## config.mk

```make
export PLATFORM = sky130hd
export DESIGN_NAME = hsb_to_rgb_convert_top
export DESIGN_NICKNAME = d
export VERILOG_FILES = /design/src/hdl/hsbrgb_pkg.sv /design/src/hdl/hsbrgb_prep.sv /design/src/hdl/hsb_to_rgb_convert_top.sv
export VERILOG_INCLUDE_DIRS = /design/src /design/src/hdl
export SDC_FILE = /design/constraint.sdc
export NUM_CORES = 2
export LEC_CHECK = 0
export BUFFER_PORTS_ARGS = -buffer_cell sky130_fd_sc_hd__buf_2
export CELL_PAD_IN_SITES_DETAIL_PLACEMENT = 1
export CELL_PAD_IN_SITES_GLOBAL_PLACEMENT = 1
export CORE_UTILIZATION = 45
export DETAILED_ROUTE_END_ITERATION = 8
export GPL_ROUTABILITY_DRIVEN = 1
export PLACE_DENSITY = 0.79
export RECOVER_POWER = 50
export SETUP_SLACK_MARGIN = 0.15
export SLEW_MARGIN = 5
export SYNTH_ARGS = -nofsm -noshare
export SYNTH_HDL_FRONTEND = slang
export SYNTH_SLANG_ARGS = --single-unit
```

## constraint.sdc

```tcl
create_clock -name clk -period 17.3 [get_ports clk]
set_input_delay 3.46 -clock clk [delete_from_list [all_inputs] [get_ports clk]]
set_output_delay 3.46 -clock clk [all_outputs]
set_load 0.02 [all_outputs]
```

## src/hdl/hsb_to_rgb_convert_top_assert.svh

```systemverilog
// ---------------------------------------------------------------------------
// hsb to rgb assertion macros
// concurrent checks used by the conversion pipeline, clocked on clk
// and held off while rst_n is low
// ---------------------------------------------------------------------------
`ifndef HSB_TO_RGB_CONVERT_TOP_ASSERT_SVH
`define HSB_TO_RGB_CONVERT_TOP_ASSERT_SVH

// consequent checked in the same cycle
`define HSBRGB_ASSERT_NOW(lbl, ante, cons) \
  lbl: assert property (@(posedge clk) disable iff (!rst_n) (ante) |-> (cons)) \
    else $error("hsb_to_rgb assertion failed");

// consequent checked in the cycle after the antecedent
`define HSBRGB_ASSERT_NEXT(lbl, ante, cons) \
  lbl: assert property (@(posedge clk) disable iff (!rst_n) (ante) |=> (cons)) \
    else $error("hsb_to_rgb assertion failed");

`endif

```

## src/hdl/hsbrgb_pkg.sv

```systemverilog
// ---------------------------------------------------------------------------
// hsb to rgb package
// sector codes, stage records and reciprocal constants for the pipeline
// ---------------------------------------------------------------------------
`default_nettype none

package hsbrgb_pkg;

  // hexcone sectors, sixty degrees each
  typedef enum logic [2:0] {
    SECT_RED,
    SECT_YELLOW,
    SECT_GREEN,
    SECT_CYAN,
    SECT_BLUE,
    SECT_MAGENTA
  } sector_t;

  localparam logic [8:0]  HUE_MAX  = 9'd360;
  localparam logic [6:0]  PCT_MAX  = 7'd100;
  localparam logic [12:0] FULL_TURN = 13'd6000;  // 60 degrees times 100 percent
  localparam logic [5:0]  SECT_DEG = 6'd60;

  // floor(x / d) as (x * m) >> k, exact over the value ranges used here
  localparam logic [15:0] RECIP_V  = 16'd41944;        // d = 100,    x < 2^15
  localparam int          SHIFT_V  = 22;
  localparam logic [22:0] RECIP_T0 = 23'd6871948;      // d = 10000,  x < 2^22
  localparam int          SHIFT_T0 = 36;
  localparam logic [28:0] RECIP_T  = 29'd469124962;    // d = 600000, x < 2^28
  localparam int          SHIFT_T  = 48;

  typedef struct packed {
    sector_t     sector;
    logic [5:0]  offset;
    logic [6:0]  sat;
    logic [14:0] scaled;
    logic [7:0]  alpha;
  } s1_t;

  typedef struct packed {
    sector_t     sector;
    logic        gray;
    logic [6:0]  m0;
    logic [12:0] m1;
    logic [12:0] m2;
    logic [14:0] scaled;
    logic [30:0] vprod;
    logic [7:0]  alpha;
  } s2_t;

  typedef struct packed {
    sector_t     sector;
    logic        gray;
    logic [7:0]  v;
    logic [21:0] p0;
    logic [27:0] p1;
    logic [27:0] p2;
    logic [7:0]  alpha;
  } s3_t;

endpackage

`default_nettype wire

```

## src/hdl/hsbrgb_prep.sv

```systemverilog
// ---------------------------------------------------------------------------
// hsb to rgb front end
// clamps saturation and brightness, wraps an out-of-range hue to zero, finds
// the hue sector and offset and scales brightness by 255
// ---------------------------------------------------------------------------
`default_nettype none

module hsbrgb_prep
  import hsbrgb_pkg::*;
(
  input  wire logic [8:0] hue,
  input  wire logic [6:0] saturation,
  input  wire logic [6:0] brightness,
  input  wire logic [7:0] alpha,
  output s1_t             prep
);

  logic [8:0]  h;
  logic [8:0]  base;
  logic [8:0]  diff;
  logic [6:0]  b;
  sector_t     sector;

  // a full turn and anything above wraps to zero
  assign h = (hue >= HUE_MAX) ? '0 : hue;
  assign b = (brightness > PCT_MAX) ? PCT_MAX : brightness;

  always_comb begin
    if (h >= 9'd300) begin
      sector = SECT_MAGENTA;
      base   = 9'd300;
    end else if (h >= 9'd240) begin
      sector = SECT_BLUE;
      base   = 9'd240;
    end else if (h >= 9'd180) begin
      sector = SECT_CYAN;
      base   = 9'd180;
    end else if (h >= 9'd120) begin
      sector = SECT_GREEN;
      base   = 9'd120;
    end else if (h >= 9'd60) begin
      sector = SECT_YELLOW;
      base   = 9'd60;
    end else begin
      sector = SECT_RED;
      base   = 9'd0;
    end
  end

  assign diff = h - base;

  assign prep.sector = sector;
  assign prep.offset = diff[5:0];
  assign prep.sat    = (saturation > PCT_MAX) ? PCT_MAX : saturation;
  // b * 255 as b * 256 - b
  assign prep.scaled = {b, 8'd0} - {8'd0, b};
  assign prep.alpha  = alpha;

endmodule

`default_nettype wire

```

## src/hdl/hsb_to_rgb_convert_top.sv

```systemverilog
// an accepted request passes through s1, s2, s3 and the output register to out_valid
// throughput: one pixel per clock while out_stall is low; each of the four register stages holds
//   one pixel and moves on whenever the stage after it has room
// reset: rst_n low clears every stage valid bit, payload is left as is
// the path is set by the tint products and the reciprocal multiplies
// ---------------------------------------------------------------------------
// hsb to rgb converter
// hexcone hue/saturation/brightness to 8-bit rgb, alpha passed through
// ---------------------------------------------------------------------------
`default_nettype none

`include "hsb_to_rgb_convert_top_assert.svh"

module hsb_to_rgb_convert_top
  import hsbrgb_pkg::*;
(
  input  wire logic       clk,
  input  wire logic       rst_n,
  input  wire logic       in_valid,
  output logic            in_stall,
  input  wire logic [8:0] in_hue,
  input  wire logic [6:0] in_saturation,
  input  wire logic [6:0] in_brightness,
  input  wire logic [7:0] in_alpha_in,
  output logic            out_valid,
  input  wire logic       out_stall,
  output logic [7:0]      out_red,
  output logic [7:0]      out_green,
  output logic [7:0]      out_blue,
  output logic [7:0]      out_alpha_out
);

  s1_t  prep;
  s1_t  s1_r;
  s2_t  s2_r, s2_nxt;
  s3_t  s3_r, s3_nxt;
  logic s1_valid_r, s2_valid_r, s3_valid_r, out_valid_r;
  logic rdy1, rdy2, rdy3, rdy_out;

  logic [44:0] q0;
  logic [56:0] q1, q2;
  logic [7:0]  t0, t1, t2;
  logic [7:0]  red_nxt, green_nxt, blue_nxt;
  logic [7:0]  out_red_r, out_green_r, out_blue_r, out_alpha_r;
  logic [12:0] sat_off;
  logic [12:0] sat_rest;
  logic [5:0]  rest;

  hsbrgb_prep u_prep (
    .hue        (in_hue),
    .saturation (in_saturation),
    .brightness (in_brightness),
    .alpha      (in_alpha_in),
    .prep       (prep)
  );

  // a stage takes new data when it is empty or its contents move on
  assign rdy_out  = !out_valid_r || !out_stall;
  assign rdy3     = !s3_valid_r || rdy_out;
  assign rdy2     = !s2_valid_r || rdy3;
  assign rdy1     = !s1_valid_r || rdy2;
  assign in_stall = !rdy1;

  // stage 2: tint multipliers and brightness reciprocal product
  assign rest     = SECT_DEG - s1_r.offset;
  assign sat_off  = 13'(s1_r.sat) * s1_r.offset;
  assign sat_rest = 13'(s1_r.sat) * rest;

  always_comb begin
    s2_nxt.sector = s1_r.sector;
    s2_nxt.gray   = (s1_r.sat == '0);
    s2_nxt.m0     = PCT_MAX - s1_r.sat;
    s2_nxt.m1     = FULL_TURN - sat_off;
    s2_nxt.m2     = FULL_TURN - sat_rest;
    s2_nxt.scaled = s1_r.scaled;
    s2_nxt.vprod  = 31'(s1_r.scaled) * 31'(RECIP_V);
    s2_nxt.alpha  = s1_r.alpha;
  end

  // stage 3: scaled brightness times each multiplier
  always_comb begin
    s3_nxt.sector = s2_r.sector;
    s3_nxt.gray   = s2_r.gray;
    s3_nxt.v      = 8'(s2_r.vprod >> SHIFT_V);
    s3_nxt.p0     = 22'(s2_r.scaled) * 22'(s2_r.m0);
    s3_nxt.p1     = 28'(s2_r.scaled) * 28'(s2_r.m1);
    s3_nxt.p2     = 28'(s2_r.scaled) * 28'(s2_r.m2);
    s3_nxt.alpha  = s2_r.alpha;
  end

  // output stage: constant division by reciprocal, then channel pick
  assign q0 = 45'(s3_r.p0) * 45'(RECIP_T0);
  assign q1 = 57'(s3_r.p1) * 57'(RECIP_T);
  assign q2 = 57'(s3_r.p2) * 57'(RECIP_T);
  assign t0 = 8'(q0 >> SHIFT_T0);
  assign t1 = 8'(q1 >> SHIFT_T);
  assign t2 = 8'(q2 >> SHIFT_T);

  always_comb begin
    if (s3_r.gray) begin
      red_nxt   = s3_r.v;
      green_nxt = s3_r.v;
      blue_nxt  = s3_r.v;
    end else begin
      case (s3_r.sector)
        SECT_YELLOW: begin
          red_nxt = t1;     green_nxt = s3_r.v; blue_nxt = t0;
        end
        SECT_GREEN: begin
          red_nxt = t0;     green_nxt = s3_r.v; blue_nxt = t2;
        end
        SECT_CYAN: begin
          red_nxt = t0;     green_nxt = t1;     blue_nxt = s3_r.v;
        end
        SECT_BLUE: begin
          red_nxt = t2;     green_nxt = t0;     blue_nxt = s3_r.v;
        end
        SECT_MAGENTA: begin
          red_nxt = s3_r.v; green_nxt = t0;     blue_nxt = t1;
        end
        default: begin
          red_nxt = s3_r.v; green_nxt = t2;     blue_nxt = t0;
        end
      endcase
    end
  end

  always_ff @(posedge clk) begin
    if (!rst_n) begin
      s1_valid_r  <= 1'b0;
      s2_valid_r  <= 1'b0;
      s3_valid_r  <= 1'b0;
      out_valid_r <= 1'b0;
    end else begin
      if (rdy1) s1_valid_r <= in_valid;
      if (rdy2) s2_valid_r <= s1_valid_r;
      if (rdy3) s3_valid_r <= s2_valid_r;
      if (rdy_out) out_valid_r <= s3_valid_r;
    end
  end

  always_ff @(posedge clk) begin
    if (rdy1) s1_r <= prep;
    if (rdy2) s2_r <= s2_nxt;
    if (rdy3) s3_r <= s3_nxt;
    if (rdy_out) begin
      out_red_r   <= red_nxt;
      out_green_r <= green_nxt;
      out_blue_r  <= blue_nxt;
      out_alpha_r <= s3_r.alpha;
    end
  end

  assign out_valid     = out_valid_r;
  assign out_red       = out_red_r;
  assign out_green     = out_green_r;
  assign out_blue      = out_blue_r;
  assign out_alpha_out = out_alpha_r;

  // an accepted request lands in the first stage
  `HSBRGB_ASSERT_NEXT(a_accept_lands, in_valid && !in_stall, s1_valid_r)
  // a held stage keeps its pixel
  `HSBRGB_ASSERT_NEXT(a_s3_held, s3_valid_r && !rdy3, s3_valid_r)
  // a grey pixel leaves with equal channels
  `HSBRGB_ASSERT_NEXT(a_grey_out, s3_valid_r && rdy_out && s3_r.gray,
    out_red_r == out_green_r && out_green_r == out_blue_r)

endmodule

`default_nettype wire

```

==> metrics.csv <==
stage,metric,value,unit
final_layout,fin nets,8637,
routing,vias per cell,5.26,
clock_tree,TritonCTS Sinks,239,
die,die width,376,um
global_routing,total track usage,0.259,
die,DIE AREA,0.141,mm^2
die,core footprint,0.138,mm^2
clock_tree,Post-CTS Hold Fix Bufs,0,
yosys,Synth Flop Type,edfxtp_1,
clock_tree,CTS tree,built,
final_layout,share of cells above drive strength 1,0.0255,
global_routing,busiest grt layer,met2,
global_routing,largest net degree at the start of global routing,71,
yosys,syn_area_per_cell,9.94,um^2
die,IO Pins,69,
global_routing,GR Layer Usage met3,0.0319,
die,Initial Utilization,0.455,
die,Die H,376,um
sta,Setup TNS,0,ns
routing,First-pass DRT Iterations,5,
min_path,Hold Crit Class,reg2reg,
sta,Setup Skew,0.0324,ns
yosys,"Warnings, synthesis",0,
yosys,Post-Syn Instances,6316,
final_layout,final cell count without fillers,8206,
place,# placed instances,8148,
sta,"Hold Violations, Final",0,
die,Rows,136,
global_routing,met1 Usage GRT,0.345,
sta,Hold Slack,0.418,ns
outcome,status,"finished, violations left",
routing,vias,43201,
routing,Post-Route WL,177000,um
worst_setup_path,arrival time of the worst setup path,9.24,ns
global_routing,initial antenna violation count,12,
sta,Fmax achieved,114,MHz
place,Final HPWL DP,154000,um
sta,worst setup margin,8.54,ns
routing,DRC,0,
place,routability congestion estimate,0.972,
clock_tree,CTS root buf,clkbuf_16,
place,PortBufs,68,
clock_tree,Worst-Skew Late Latency,0.65,ns
yosys,"Net Count, Synth",8635,
worst_setup_path,critical path required time,17.77,ns
sta,Pins Over Slew Limit,163,
final_layout,Area Growth Syn to Fin,5.46,%
global_routing,vias in the first global route,49476,
global_routing,first-pass GRT wire length,281000,um
worst_setup_path,CP startpoint kind,flip-flop,
routing,Avg WL per Cell,21.6,um
place,setup slack at placement,8.60,ns
sta,Slew HR,-1.05,
clock_tree,H-tree levels,1,
run,Max Cap Viol,4,
routing,antenna-violating nets left,0,
yosys,Seq cells post-synth,239,
worst_setup_path,CP Capture Type,flip-flop,
yosys,cell area after synthesis,0.0628,mm^2
worst_setup_path,crit path max fanout,12,
clock_tree,Post-CTS Resized,0,
sta,crit path time final,8.76,ns
sta,RSZ-0062 raised after global routing,false,
sta,period utilisation layout,0.507,
outcome,failing checks,"capacitance limit, slew limit",
global_routing,met2 Usage GRT,0.446,
yosys,"Seq/Total Area, Yosys",0.114,
yosys,unique cell type count in the Yosys netlist,78,
clock_tree,Max Buffers Root-to-Sink,3,
clock_tree,Inserted Clock Buffers,31,
clock_tree,"Reg clk slew, reported paths",0.06,ns
yosys,Post-synth EDFFs,235,
global_routing,GRT overflow,0,
sta,Worst Tran Pin Value,3.08,ns
sta,number of setup violations in the final report,0,
routing,DRT iter0 DRCs,2443,
worst_setup_path,critical path class,reg2reg,
yosys,"Async S/R FF share, synth",0,
clock_tree,postcts setup bufs,0,
worst max-delay path, stage by stage (launching register included):
cell       delay [ns]
edfxtp_1         0.83
buf_4            0.39
fa_1             0.49
xor2_1           0.21
ha_1             0.21
or2_2            0.32
ha_1             0.28
inv_1            0.05
fa_1             0.49
inv_1            0.05
ha_1             0.28
ha_1             0.28
inv_1            0.05
fa_1             0.53
inv_1            0.05
ha_1             0.22
a211oi_1         0.21
o211ai_1         0.14
a211oi_1         1.06
o21bai_1         0.23
a21o_1           0.24
a2111oi_0        0.63
nor2_1           0.23
xnor2_1          0.25
or4b_2           0.64
a2bb2oi_1        0.19
cell usage after synthesis (5+ instances only):
library cell,instances,area (um^2)
a211oi_1,20,150
inv_1,1921,7210
o22ai_1,11,68.8
o21bai_1,36,270
nand2_1,474,1780
or2_2,14,87.6
xor2_1,73,639
clkbuf_1,111,417
and3_1,18,113
buf_1,5,18.8
o2111ai_1,8,70.1
a21oi_1,158,791
or3_1,9,56.3
a211o_1,8,70.1
a21o_1,83,623
o21a_1,23,173
a221oi_1,22,193
nand4_1,28,175
edfxtp_1,235,7060
fa_1,1229,24600
nand3_1,30,150
xnor2_1,121,1060
nor2_1,107,402
and2_1,216,1350
nor3_1,41,205
o31ai_1,9,67.6
o41ai_1,5,43.8
o211ai_1,14,105
a41oi_1,5,43.8
a31oi_1,14,87.6
nand2b_1,23,144
nor4_1,8,50.1
ha_1,1055,13200
nor2b_1,20,125
o21ai_0,90,450
area by class of cell:
class	count	area, um^2
Sequential cell	239	7140
Fill cell	15499	71800
Clock buffer	39	826
Clock inverter	18	238
Tap cell	1863	2330
Antenna cell	1	2.50
Inverter	1921	7210
Multi-Input combinational cell	4039	48000
Timing Repair Buffer	86	465
metal layers:
layer | wire (um) | up-vias
li1 | - | 19265
met1 | 75600 | 22612
met2 | 86500 | 1077
met3 | 9860 | 243
met4 | 4950 | 4
met5 | 25 | -
kinds of logic after synthesis:
family / after synthesis / synth area share
DFF: 239 / 0.114
xor gates and xnor gates: 195 / 0.0273
adders and majority gates: 2284 / 0.602
muxes: 2 / 0.000319
and+or+nand+nor: 1004 / 0.0760
AOI/OAI and AO/OA: 554 / 0.0586
buffers and inverters: 2038 / 0.122
metrics by stage:
| step | instance area (um^2) | util |
|---|---|---|
| finish | 66200 | 0.480 |
| CTS | 66200 | 0.480 |
| global placement | 65200 | 0.472 |
| global route | 66200 | 0.480 |
| detailed placement | 65200 | 0.472 |
| floorplan | 62800 | - |
cell usage in the layout, fill, tap and decap left out, types with 8 or more instances in the layout:
cell type	Yosys	final
buf_4	0	17
and2_1	216	205
a221oi_1	22	22
and2_0	1	12
nand2_1	474	474
or3_1	9	9
nand4_1	28	28
a31oi_1	14	14
nor3_1	41	41
and3_1	18	18
a211oi_1	20	20
nand3_1	30	29
a21oi_1	158	158
edfxtp_1	235	235
xor2_1	73	73
clkbuf_16	0	31
nor4_1	8	8
nor2b_1	20	20
o2111ai_1	8	8
xnor2_1	121	121
o21bai_1	36	36
o31ai_1	9	9
nor2_1	107	107
inv_1	1921	1920
o21a_1	23	23
ha_1	1055	1055
clkbuf_1	111	12
o21ai_0	90	90
o22ai_1	11	11
fa_1	1229	1229
buf_2	1	63
a211o_1	8	8
or2_2	14	14
nand2b_1	23	23
o211ai_1	14	14
a21o_1	83	83
state kept, by name, indices dropped and copies added, names as in the netlist:
| signal | flops |
|---|---|
| out_alpha_out | 8 |
| out_blue | 8 |
| out_green | 8 |
| out_red | 8 |
| out_valid | 1 |
| s1_r | 39 |
| s1_valid_r | 1 |
| s2_r | 67 |
| s2_valid_r | 1 |
| s3_r | 97 |
| s3_valid_r | 1 |
worst paths after layout:
kind,startpoint,endpoint,slack (ns),cells past startpoint
min reg2reg,s3_r[1]$_DFFE_PP_,out_alpha_out[1]$_DFFE_PP_,0.42,0
max,s3_r[36]$_DFFE_PP_,out_red[1]$_DFFE_PP_,8.54,25
min,s3_r[1]$_DFFE_PP_,out_alpha_out[1]$_DFFE_PP_,0.42,0
max reg2reg,s3_r[36]$_DFFE_PP_,out_red[1]$_DFFE_PP_,8.54,25
Power is left out: the tool's default activity adds up to more than one toggle a clock period on the data nets, which glitch-free logic cannot reach.
